`config.mk`:
```
export PLATFORM = sky130hd
export DESIGN_NAME = rc_pwm_pulse_width_capture
export DESIGN_NICKNAME = d
export VERILOG_FILES = /design/src/rtl/rpc_pkg.sv /design/src/rtl/rpc_ctrl.sv /design/src/rtl/rpc_dpath.sv /design/src/rtl/rc_pwm_pulse_width_capture.sv
export SDC_FILE = /design/constraint.sdc
export NUM_CORES = 1
export LEC_CHECK = 0
export BUFFER_PORTS_ARGS = -buffer_cell sky130_fd_sc_hd__buf_2
export CORE_ASPECT_RATIO = 1.75
export CORE_MARGIN = 4
export CORE_UTILIZATION = 50
export CTS_CLUSTER_DIAMETER = 150
export DETAILED_ROUTE_END_ITERATION = 8
export GPL_TIMING_DRIVEN = 0
export PLACE_DENSITY_LB_ADDON = 0.15
export REMOVE_ABC_BUFFERS = 1
export SYNTH_ARGS = -nofsm -noshare
export SYNTH_HDL_FRONTEND = slang
export SYNTH_SLANG_ARGS = --single-unit
```
`constraint.sdc`:
```
create_clock -name aclk -period 15.9 [get_ports aclk]
set_input_delay 1.59 -clock aclk [delete_from_list [all_inputs] [get_ports aclk]]
set_output_delay 1.59 -clock aclk [all_outputs]
set_load 0.1 [all_outputs]
```
`src/rtl/rpc_pkg.sv`:
```
package rpc_pkg;

    // Configuration register indexes.
    localparam int unsigned CfgIndexWidth = 2;
    localparam logic [CfgIndexWidth-1:0] REG_ACTIVE_CHANNELS    = 2'd0;
    localparam logic [CfgIndexWidth-1:0] REG_RANGE_CHECK_ENABLE = 2'd1;
    localparam logic [CfgIndexWidth-1:0] REG_MIN_WIDTH          = 2'd2;
    localparam logic [CfgIndexWidth-1:0] REG_MAX_WIDTH          = 2'd3;

    // Field widths fixed by the stream formats.
    localparam int unsigned CfgDataWidth  = 16;
    localparam int unsigned CountWidth    = 5;
    localparam int unsigned ChanInWidth   = 8;
    localparam int unsigned TimeWidth     = 32;
    localparam int unsigned PulseWidth    = 16;
    localparam int unsigned EntryChWidth  = 4;
    localparam int unsigned SDataWidth    = 40;
    localparam int unsigned MDataWidth    = 24;

    // Result kinds carried on m_tuser.
    localparam logic KIND_REPLY = 1'b0;
    localparam logic KIND_FRAME = 1'b1;

    // Capture sequencer phases.
    typedef enum logic [1:0] {
        PH_WAIT    = 2'd0,
        PH_LEARN   = 2'd1,
        PH_MEASURE = 2'd2,
        PH_RESYNC  = 2'd3
    } phase_t;

    // Output sequencing states.
    typedef enum logic [1:0] {
        ST_IDLE  = 2'd0,
        ST_REPLY = 2'd1,
        ST_FRAME = 2'd2
    } ctrl_state_t;

    // Commands from the controller to the datapath.
    typedef struct packed {
        logic accept;      // capture the incoming edge
        logic frame_start; // clear the frame entry counter
        logic frame_step;  // advance to the next frame entry
        logic show_frame;  // drive a frame entry on the result channel
    } rpc_cmd_t;

    // Status from the datapath to the controller.
    typedef struct packed {
        logic frame_pending; // the captured edge completed a frame
        logic frame_last;    // the current frame entry is the final one
    } rpc_status_t;

endpackage

```
`src/rtl/rpc_ctrl.sv`:
```
module rpc_ctrl
    import rpc_pkg::*;
(
    input  logic        aclk,
    input  logic        aresetn,
    input  logic        s_tvalid,
    output logic        s_tready,
    output logic        m_tvalid,
    input  logic        m_tready,
    input  rpc_status_t status,
    output rpc_cmd_t    cmd,
    output logic        m_last
);

    ctrl_state_t state_reg;
    ctrl_state_t state_next;

    // State register.
    always_ff @(posedge aclk) begin
        if (!aresetn) begin
            state_reg <= ST_IDLE;
        end else begin
            state_reg <= state_next;
        end
    end

    // Next state.
    always_comb begin
        state_next = state_reg;
        unique case (state_reg)
            ST_IDLE: begin
                if (s_tvalid) begin
                    state_next = ST_REPLY;
                end
            end
            ST_REPLY: begin
                if (m_tready) begin
                    state_next = status.frame_pending ? ST_FRAME : ST_IDLE;
                end
            end
            ST_FRAME: begin
                if (m_tready && status.frame_last) begin
                    state_next = ST_IDLE;
                end
            end
            default: begin
                state_next = ST_IDLE;
            end
        endcase
    end

    // Outputs and datapath commands.
    always_comb begin
        s_tready        = 1'b0;
        m_tvalid        = 1'b0;
        m_last          = 1'b0;
        cmd.accept      = 1'b0;
        cmd.frame_start = 1'b0;
        cmd.frame_step  = 1'b0;
        cmd.show_frame  = 1'b0;
        unique case (state_reg)
            ST_IDLE: begin
                s_tready   = 1'b1;
                cmd.accept = s_tvalid;
            end
            ST_REPLY: begin
                m_tvalid        = 1'b1;
                m_last          = !status.frame_pending;
                cmd.frame_start = m_tready && status.frame_pending;
            end
            ST_FRAME: begin
                m_tvalid       = 1'b1;
                m_last         = status.frame_last;
                cmd.show_frame = 1'b1;
                cmd.frame_step = m_tready && !status.frame_last;
            end
            default: begin
                s_tready = 1'b0;
            end
        endcase
    end

endmodule

```
`src/rtl/rpc_dpath.sv`:
```
module rpc_dpath
    import rpc_pkg::*;
#(
    parameter int unsigned MAX_CHANNELS = 16
) (
    input  logic                     aclk,
    input  logic                     aresetn,
    input  logic                     cfg_we,
    input  logic [CfgIndexWidth-1:0] cfg_index,
    input  logic [CfgDataWidth-1:0]  cfg_data,
    input  logic [ChanInWidth-1:0]   in_channel,
    input  logic                     in_rising,
    input  logic [TimeWidth-1:0]     in_time,
    input  rpc_cmd_t                 cmd,
    output rpc_status_t              status,
    output logic                     out_kind,
    output logic [EntryChWidth-1:0]  out_channel,
    output logic [PulseWidth-1:0]    out_width
);

    localparam int unsigned IdxWidth = (MAX_CHANNELS > 1) ? $clog2(MAX_CHANNELS) : 1;

    // Configuration registers.
    logic [CountWidth-1:0] active_reg;
    logic                  range_en_reg;
    logic [PulseWidth-1:0] min_reg;
    logic [PulseWidth-1:0] max_reg;

    // Capture state.
    phase_t                phase_reg;
    logic [CountWidth-1:0] learned_reg;
    logic [TimeWidth-1:0]  rise_reg    [MAX_CHANNELS];
    logic [PulseWidth-1:0] latched_reg [MAX_CHANNELS];

    // Reply and frame sequencing.
    logic [EntryChWidth-1:0] reply_chan_reg;
    logic [PulseWidth-1:0]   reply_width_reg;
    logic                    frame_reg;
    logic [IdxWidth-1:0]     entry_reg;

    logic [CountWidth-1:0] eff_count;
    logic [IdxWidth-1:0]   idx;
    logic [ChanInWidth:0]  chan_plus1;
    logic                  chan_ok;
    logic                  chan_is_last;
    logic [PulseWidth-1:0] meas_width;
    logic                  width_ok;
    logic                  measuring;

    // Effective channel count, limited to the table depth.
    always_comb begin
        if ({1'b0, active_reg} > (CountWidth+1)'(MAX_CHANNELS)) begin
            eff_count = CountWidth'(MAX_CHANNELS);
        end else begin
            eff_count = active_reg;
        end
    end

    // Edge decode and width measurement.
    assign idx          = in_channel[IdxWidth-1:0];
    assign chan_plus1   = {1'b0, in_channel} + (ChanInWidth+1)'(1);
    assign chan_ok      = in_channel < ChanInWidth'(eff_count);
    assign chan_is_last = chan_plus1 == (ChanInWidth+1)'(learned_reg);
    assign meas_width   = in_time[PulseWidth-1:0] - rise_reg[idx][PulseWidth-1:0];
    assign width_ok     = !range_en_reg || ((meas_width >= min_reg) && (meas_width <= max_reg));
    assign measuring    = chan_ok && !in_rising && (phase_reg == PH_MEASURE);

    // Configuration writes.
    always_ff @(posedge aclk) begin
        if (!aresetn) begin
            active_reg   <= CountWidth'(16);
            range_en_reg <= 1'b0;
            min_reg      <= '0;
            max_reg      <= '1;
        end else if (cfg_we) begin
            unique case (cfg_index)
                REG_ACTIVE_CHANNELS:    active_reg   <= cfg_data[CountWidth-1:0];
                REG_RANGE_CHECK_ENABLE: range_en_reg <= cfg_data[0];
                REG_MIN_WIDTH:          min_reg      <= cfg_data;
                REG_MAX_WIDTH:          max_reg      <= cfg_data;
                default:                active_reg   <= active_reg;
            endcase
        end
    end

    // Phase sequencer and channel tables, updated on an input transfer.
    always_ff @(posedge aclk) begin
        if (!aresetn) begin
            phase_reg   <= PH_WAIT;
            learned_reg <= '0;
            for (int i = 0; i < MAX_CHANNELS; i++) begin
                rise_reg[i]    <= '0;
                latched_reg[i] <= '0;
            end
        end else if (cmd.accept && chan_ok) begin
            if (in_rising) begin
                rise_reg[idx] <= in_time;
            end else begin
                unique case (phase_reg)
                    PH_WAIT: begin
                        if (in_channel == '0) begin
                            learned_reg <= CountWidth'(1);
                            phase_reg   <= PH_LEARN;
                        end
                    end
                    PH_LEARN: begin
                        if (chan_plus1 > (ChanInWidth+1)'(learned_reg)) begin
                            learned_reg <= chan_plus1[CountWidth-1:0];
                        end else begin
                            phase_reg <= PH_MEASURE;
                        end
                    end
                    PH_MEASURE: begin
                        if (width_ok) begin
                            latched_reg[idx] <= meas_width;
                        end else begin
                            phase_reg <= PH_RESYNC;
                        end
                    end
                    PH_RESYNC: begin
                        // At the frame's last channel, drop the stale rise time of every active channel.
                        if (chan_is_last) begin
                            for (int i = 0; i < MAX_CHANNELS; i++) begin
                                if ((CountWidth+1)'(i) < {1'b0, eff_count}) begin
                                    rise_reg[i] <= '0;
                                end
                            end
                            phase_reg <= PH_MEASURE;
                        end
                    end
                    default: begin
                        phase_reg <= PH_WAIT;
                    end
                endcase
            end
        end
    end

    // Reply register, loaded on every input transfer.
    always_ff @(posedge aclk) begin
        if (!aresetn) begin
            frame_reg <= 1'b0;
        end else if (cmd.accept) begin
            frame_reg <= measuring && width_ok && chan_is_last && (meas_width != '0);
        end
    end

    always_ff @(posedge aclk) begin
        if (cmd.accept) begin
            reply_chan_reg  <= in_channel[EntryChWidth-1:0];
            reply_width_reg <= (measuring && width_ok) ? meas_width : '0;
        end
    end

    // Frame entry counter.
    always_ff @(posedge aclk) begin
        if (!aresetn) begin
            entry_reg <= '0;
        end else if (cmd.frame_start) begin
            entry_reg <= '0;
        end else if (cmd.frame_step) begin
            entry_reg <= entry_reg + IdxWidth'(1);
        end
    end

    assign status.frame_pending = frame_reg;
    assign status.frame_last    = ((CountWidth+1)'(entry_reg) + (CountWidth+1)'(1))
                                  == {1'b0, eff_count};

    // Result selection.
    always_comb begin
        if (cmd.show_frame) begin
            out_kind    = KIND_FRAME;
            out_channel = EntryChWidth'(entry_reg);
            out_width   = latched_reg[entry_reg];
        end else begin
            out_kind    = KIND_REPLY;
            out_channel = reply_chan_reg;
            out_width   = reply_width_reg;
        end
    end

endmodule

```
`src/rtl/rc_pwm_pulse_width_capture.sv`:
```
// RC PWM pulse width capture.
// The input stream carries one timestamped edge per transfer: s_tdata holds
// the channel number and the microsecond timestamp, s_tuser is 1 for a
// rising edge. The result stream returns one reply per edge (m_tuser 0)
// with the accepted width or zero; when the last channel of a frame yields
// a nonzero width, the reply is followed by one entry per active channel
// (m_tuser 1) with the latched widths. m_tlast marks the final result of
// the edge. Registers are written on the cfg port; the user must write them
// only while the block is idle, which the block itself does not enforce.
// An edge is taken while idle and its reply is valid in the next cycle.
// Results leave one per cycle while m_tready is high; no new edge is taken
// until the last result of the previous one is gone.
// A stall on m_tready holds the current result and s_tready stays low.
// Reset clears the phase sequencer, the learned count, all rise times and
// latched widths, and restores the register defaults; no clearing pass is
// needed, so the block takes an edge in the first cycle after reset.
module rc_pwm_pulse_width_capture
    import rpc_pkg::*;
#(
    parameter int unsigned MAX_CHANNELS = 16
) (
    input  logic                     aclk,
    input  logic                     aresetn,
    // Configuration write port.
    input  logic                     cfg_we,
    input  logic [CfgIndexWidth-1:0] cfg_index,
    input  logic [CfgDataWidth-1:0]  cfg_data,
    // Edge input stream.
    input  logic                     s_tvalid,
    output logic                     s_tready,
    input  logic [SDataWidth-1:0]    s_tdata,  // channel_number[7:0], timestamp_us[39:8]
    input  logic                     s_tuser,  // edge_rising[0]
    // Result stream.
    output logic                     m_tvalid,
    input  logic                     m_tready,
    output logic [MDataWidth-1:0]    m_tdata,  // entry_channel[3:0], width_us[19:4], zero[23:20]
    output logic                     m_tuser,  // result_kind[0]
    output logic                     m_tlast
);

    rpc_cmd_t                cmd;
    rpc_status_t             status;
    logic [EntryChWidth-1:0] out_channel;
    logic [PulseWidth-1:0]   out_width;

    rpc_ctrl u_ctrl (
        .aclk     (aclk),
        .aresetn  (aresetn),
        .s_tvalid (s_tvalid),
        .s_tready (s_tready),
        .m_tvalid (m_tvalid),
        .m_tready (m_tready),
        .status   (status),
        .cmd      (cmd),
        .m_last   (m_tlast)
    );

    rpc_dpath #(
        .MAX_CHANNELS (MAX_CHANNELS)
    ) u_dpath (
        .aclk        (aclk),
        .aresetn     (aresetn),
        .cfg_we      (cfg_we),
        .cfg_index   (cfg_index),
        .cfg_data    (cfg_data),
        .in_channel  (s_tdata[ChanInWidth-1:0]),
        .in_rising   (s_tuser),
        .in_time     (s_tdata[ChanInWidth+TimeWidth-1:ChanInWidth]),
        .cmd         (cmd),
        .status      (status),
        .out_kind    (m_tuser),
        .out_channel (out_channel),
        .out_width   (out_width)
    );

    // Pack the result fields, lowest field first.
    assign m_tdata = {4'b0000, out_width, out_channel};

endmodule

```
Word-level counts from Yosys, hierarchy flattened

Memory sizes are Yosys's and may differ from the RTL's. A register that Yosys moved wholly into a read port is not among the register bits.
Index checks and enable logic that the tools add are counted.

Add/subtract/negate cells: 4
Magnitude comparators: 21
Mux-type cells: 170
Bitwise logic cells: 18
Eq/ne operators: 18
Reduce and logical (&&, ||, !) cells: 32
Multiply operators: 0
Shifts and indexed selects: 0
Div/mod/pow operators: 0

Operators by type and width:

| cell                                                                | count |
|---|---|
| 32-bit 2-to-1 mux                                                   | 17 |
| 1-bit 2-to-1 mux                                                    | 130 |
| 4-bit by 5-bit < comparator with 1-bit output, first input constant | 8 |
| 16-bit 2-to-1 mux                                                   | 2 |
| 32-bit OR reduction                                                 | 1 |
| 3-bit by 5-bit < comparator with 1-bit output, first input constant | 4 |
| 4-bit 2-to-1 mux                                                    | 5 |
| 2-bit 2-to-1 mux                                                    | 9 |
| 16-bit >= comparator                                                | 1 |
| 16-bit <= comparator                                                | 1 |
| 1-bit bitwise OR                                                    | 16 |
| 16-bit nonzero test                                                 | 1 |
| 16-bit OR reduction                                                 | 1 |
| 16-bit subtractor                                                   | 1 |
| 5-bit 2-to-1 mux                                                    | 3 |
| 2-bit == test, second input constant                                | 5 |
| 1-bit logical AND                                                   | 10 |
| 1-bit by 5-bit < comparator with 1-bit output, first input constant | 2 |
| 2-bit by 5-bit < comparator with 1-bit output, first input constant | 2 |
| 5-bit case mux with 2 select lines                                  | 1 |
| 8-bit by 1-bit adder with 9-bit output, second input constant       | 1 |
| 9-bit by 5-bit == test with 1-bit output                            | 1 |
| 9-bit by 5-bit > comparator with 1-bit output                       | 1 |
| 8-bit zero test                                                     | 1 |
| 21 further kinds                                                    | 39 |

Bits in writable memories: 768
Latch bits: 0
Memories kept: 2
Bits in registers: 72
Bits in read-only memories: 0
Word-level logic and storage cells: 276

Memories:

| name                | depth | width | rd ports | clocked after memory_dff | write ports | RTL line        | RTL |
|---|---|---|---|---|---|---|---|
| u_dpath.rise_reg    | 16    | 32    | 1        | 0                        | 16          | rpc_dpath.sv:32 | `logic [TimeWidth-1:0] rise_reg [MAX_CHANNELS];` |
| u_dpath.latched_reg | 16    | 16    | 1        | 1                        | 16          | rpc_dpath.sv:33 | `logic [PulseWidth-1:0] latched_reg [MAX_CHANNELS];` |

Longest topological paths before layout

An unclocked memory read counts as a cell.

Depth after elaboration: 13
Mapped depth: 29
Gate-level depth less buffers: 22

By module

From an unflattened synthesis, not the netlist that was laid out.

Cells, all modules: 2084
Area, all modules: 28199.5 µm²

Modules (own cells, without submodules):

| module                     | area an instance (µm²) | sequential area each (µm²) | cells an instance | instances |
|---|---|---|---|---|
| rpc_dpath                  | 27975.6                | 17056.4                    | 2056              | 1 |
| rpc_ctrl                   | 190.2                  | 40.0                       | 23                | 1 |
| rc_pwm_pulse_width_capture | 33.8                   | 0.0                        | 5                 | 1 |

Least setup slack after synthesis

OpenSTA, ideal clock, no wires.

Path kind: in2reg
From: in s_tdata[0]
To: mem u_dpath.latched_reg[6][0], enable pin
Buffers on the path: 7
Required time: 15528 ps
Slack: 7655 ps
Stages: 27
Arrival: 7873 ps
Cell sequence: buf_2 -> buf_6 -> buf_1 -> mux4_2 -> mux4_2 -> inv_1 -> ha_1 -> nor2b_1 -> o31a_1 -> o21a_1 -> a31oi_1 -> o21a_1 -> o21ai_0 -> xnor2_2 -> buf_6 -> inv_1 -> ha_1 -> nand4_1 -> or2_1 -> o31ai_1 -> a31oi_1 -> nor4_1 -> buf_4 -> buf_12 -> nand4_4 -> buf_6 -> nand2_1

RTL lines:

| what               | RTL line                         | RTL |
|---|---|---|
| start: declaration | rc_pwm_pulse_width_capture.sv:31 | `input logic [SDataWidth-1:0] s_tdata,` |
| end: declaration   | rpc_dpath.sv:33                  |  |

==> results.py <==
metrics = {
    "run_status": {
        "status": "finished, final reports clean",
    },
    "sta": {
        "timing.final.crit_share_pct": 64.3,
        "worstMarginPinSlew_ns": 1.30,
        "final-setup-viol-count": 0,
        "period_needed_ns": 10.22,
        "postLayoutSetupSlackWorst_ns": 5.68,
        "slew_headroom_pct": 13.6,
        "max_freq_ghz": 0.0979,
        "skew_ns": 0.0193,
        "finalHoldViolCount": 0,
        "slew_violations": 0,
        "hold-worst-slack_ns": 0.471,
        "grt_setup_unrepaired": "false",
    },
    "finish": {
        "drive_above_1_share_pct": 22.5,
        "multi_input_area_mm2": 0.0103,
        "syn_to_final_growth_pct": 10.6,
        "fin_cells": 2783,
        "mostFrequentLayoutCell": "edfxtp_1",
        "mostFrequentLayoutCells": "532 x edfxtp_1, 256 x and2_1, 251 x nor2_1, 160 x mux4_2, 89 x inv_1",
        "fin_nets": 2165,
        "fillers": 4582,
        "regArea_mm2": 0.0171,
    },
    "global_route": {
        "grt_pass1_vias": 17200,
        "overflow": 0,
        "track_usage_pct": 24.0,
        "grt_pass1_wl_um": 108000,
        "grt_max_degree": 83,
        "grt_antenna_before_repair": 6,
    },
    "die": {
        "dieHeight_um": 323,
        "fp.dieW_um": 188,
        "initial_core_util_pct": 50.5,
        "dieArea_mm2": 0.0607,
        "io_pins": 92,
        "coreArea_mm2": 0.0561,
        "rows": 115,
    },
    "setup_path": {
        "start_kind": "input port",
        "critPathMaxFanout": 55,
        "path_class": "input port to register",
        "end_kind": "register",
        "critPathMaxStageDelay_ns": 0.98,
        "cp_cell_sequence": "buf_6 -> buf_16 -> mux4_2 -> mux4_2 -> inv_1 -> ha_1 -> a2111oi_0 -> a21oi_1 -> o21a_1 -> a31oi_1 -> o21a_1 -> o21ai_0 -> xnor2_2 -> inv_1 -> ha_1 -> nand4_1 -> or2_1 -> o31ai_1 -> a31oi_1 -> nor4_2 -> buf_4 -> nand4_2 -> nand2_1",
        "critical_path_arrival_ns": 10.44,
        "crit_slowest_cell": "xnor2_2",
        "crit_required_ns": 16.12,
    },
    "placed_design": {
        "io_buffer_count": 71,
        "post-place-ws_ns": 5.17,
        "hpwlAfterDp_um": 49400,
        "place_inst": 2683,
        "place_congestion": 0.841,
    },
    "power": {
        "peakVddDrop_v": 0.0000920,
        "power.density_mw_per_mm2": 114,
        "p_leak_nw": 11.8,
    },
    "detailed_routing": {
        "avgRoutedWirePerCell_um": 26.2,
        "drt-total-wl_um": 72800,
        "antenna_left": 0,
        "viasPerCell": 5.91,
        "drc": 0,
        "first_pass_iters": 5,
        "dr.first_iter.drc_count": 1427,
        "via_count": 16500,
    },
    "clock_tree": {
        "clkTransAtPathRegs_ns": 0.06,
        "cts_setup_buffers": 0,
        "clock_latency_ns": 0.60,
        "cts_tree": "done",
        "clockBufferDepth": 3,
        "cts_max_level": 2,
        "cts-resized-gates": 0,
        "numCtsBuffers": 53,
        "ctsHoldBuffers": 0,
        "numClockSinks": 588,
        "clk_root_buffer_cell": "clkbuf_16",
    },
    "min_path": {
        "min_path_type": "register to register",
    },
    "synthesis": {
        "ys.flop_type": "edfxtp_1",
        "synthArstFlopShare_pct": 0,
        "avgSynthCellArea_um2": 14.0,
        "synth_edf_count": 532,
        "synth-seq-cells": 588,
        "synth_cells": 2030,
        "synth_warnings": 0,
        "synth_area_mm2": 0.0283,
        "ys_seq_area_share_pct": 60.3,
        "yosys.cell_types.count": 75,
    },
    "job": {
        "cap_violations": 0,
    },
}
## layer usage
layer / GRT usage [%] / vias to the layer above / wire (µm)
li1: - / 7399 / -
met1: 27.1 / 8397 / 25700
met2: 44.6 / 509 / 39900
met3: 3.76 / 144 / 3730
met4: 11.0 / 4 / 3460
met5: 0 / - / 24
## per-stage QoR
| step | total power, mW | utilization (%) | area (µm²) | setup TNS, ns |
|---|---|---|---|---|
| 2_1_floorplan | 2.04 | - | 27600 | 0 |
| 3_3_place_gp | 2.22 | 51.4 | 28800 | -108.96 |
| 3_5_place_dp | 2.28 | 52.7 | 29600 | 0 |
| 4_1_cts | 3.60 | 55.8 | 31300 | 0 |
| 5_1_grt | 3.69 | 55.8 | 31300 | 0 |
| 6_report | 3.58 | 55.9 | 31400 | 0 |
## synthesized netlist by cell type, types with 23 or more instances
cell	n	area (µm²)
nor2_1	251	942
a21oi_1	27	135
ha_1	64	801
edfxtp_1	532	16000
nor2_2	46	288
clkbuf_1	111	417
o21ai_0	24	120
and2_1	256	1600
inv_1	89	334
nor2b_1	23	144
o211ai_1	23	173
nand2_1	86	323
mux4_2	160	3600
dfxtp_1	56	1120
## critical path, delay by kind of cell
family / cells / cell delay (ns)
AND/OR/NAND/NOR: 5 / 2.62
AO/OA/AOI/OAI: 8 / 2.09
buffers and inverters: 5 / 1.27
multiplexers: 2 / 1.06
XOR/XNOR: 1 / 0.98
adder cells (fa/ha/maj): 2 / 0.69
## where the power goes
part | leakage [nW] | internal [mW] | switching [mW]
registers | 5.97 | 1.73 | 0.0148
clock network | 0.866 | 0.751 | 0.578
logic | 5.00 | 0.162 | 0.343
## layout make-up
type                       count  area share (%)
inverter                      90            1.08
clock inverter                35            1.24
tap                          702            2.80
clock buffer                  61            4.39
antenna                        4          0.0319
multi-input combinational   1195            32.9
sequential                   588            54.6
timing repair buffer         108            3.00
## logic make-up (layout without fill, tap and decap cells)
kind of cell	after synthesis	count (layout)	synth area share, %
AOI/OAI and AO/OA	150	150	3.66
adders and majority gates	65	65	2.90
DFF	588	588	60.3
xor gates and xnor gates	23	23	0.843
other	1	8	0.0132
buffers and inverters	250	294	3.81
muxes	192	192	13.9
and+or+nand+nor	761	761	14.5
## path summary, 6_finish.rpt
| path | cells after the start | slack [ns] | to | start |
|---|---|---|---|---|
| max | 23 | 5.68 | u_dpath.latched_reg[4][9] | s_tdata[0] |
| min | 2 | 0.47 | u_dpath.min_reg[8] | u_dpath.min_reg[8] |
| max reg2reg | 21 | 7.11 | u_dpath.latched_reg[4][9] | u_dpath.rise_reg[15][6] |
| min reg2reg | 2 | 0.47 | u_dpath.min_reg[8] | u_dpath.min_reg[8] |
No activity file was read; power rests on OpenSTA's default activity.
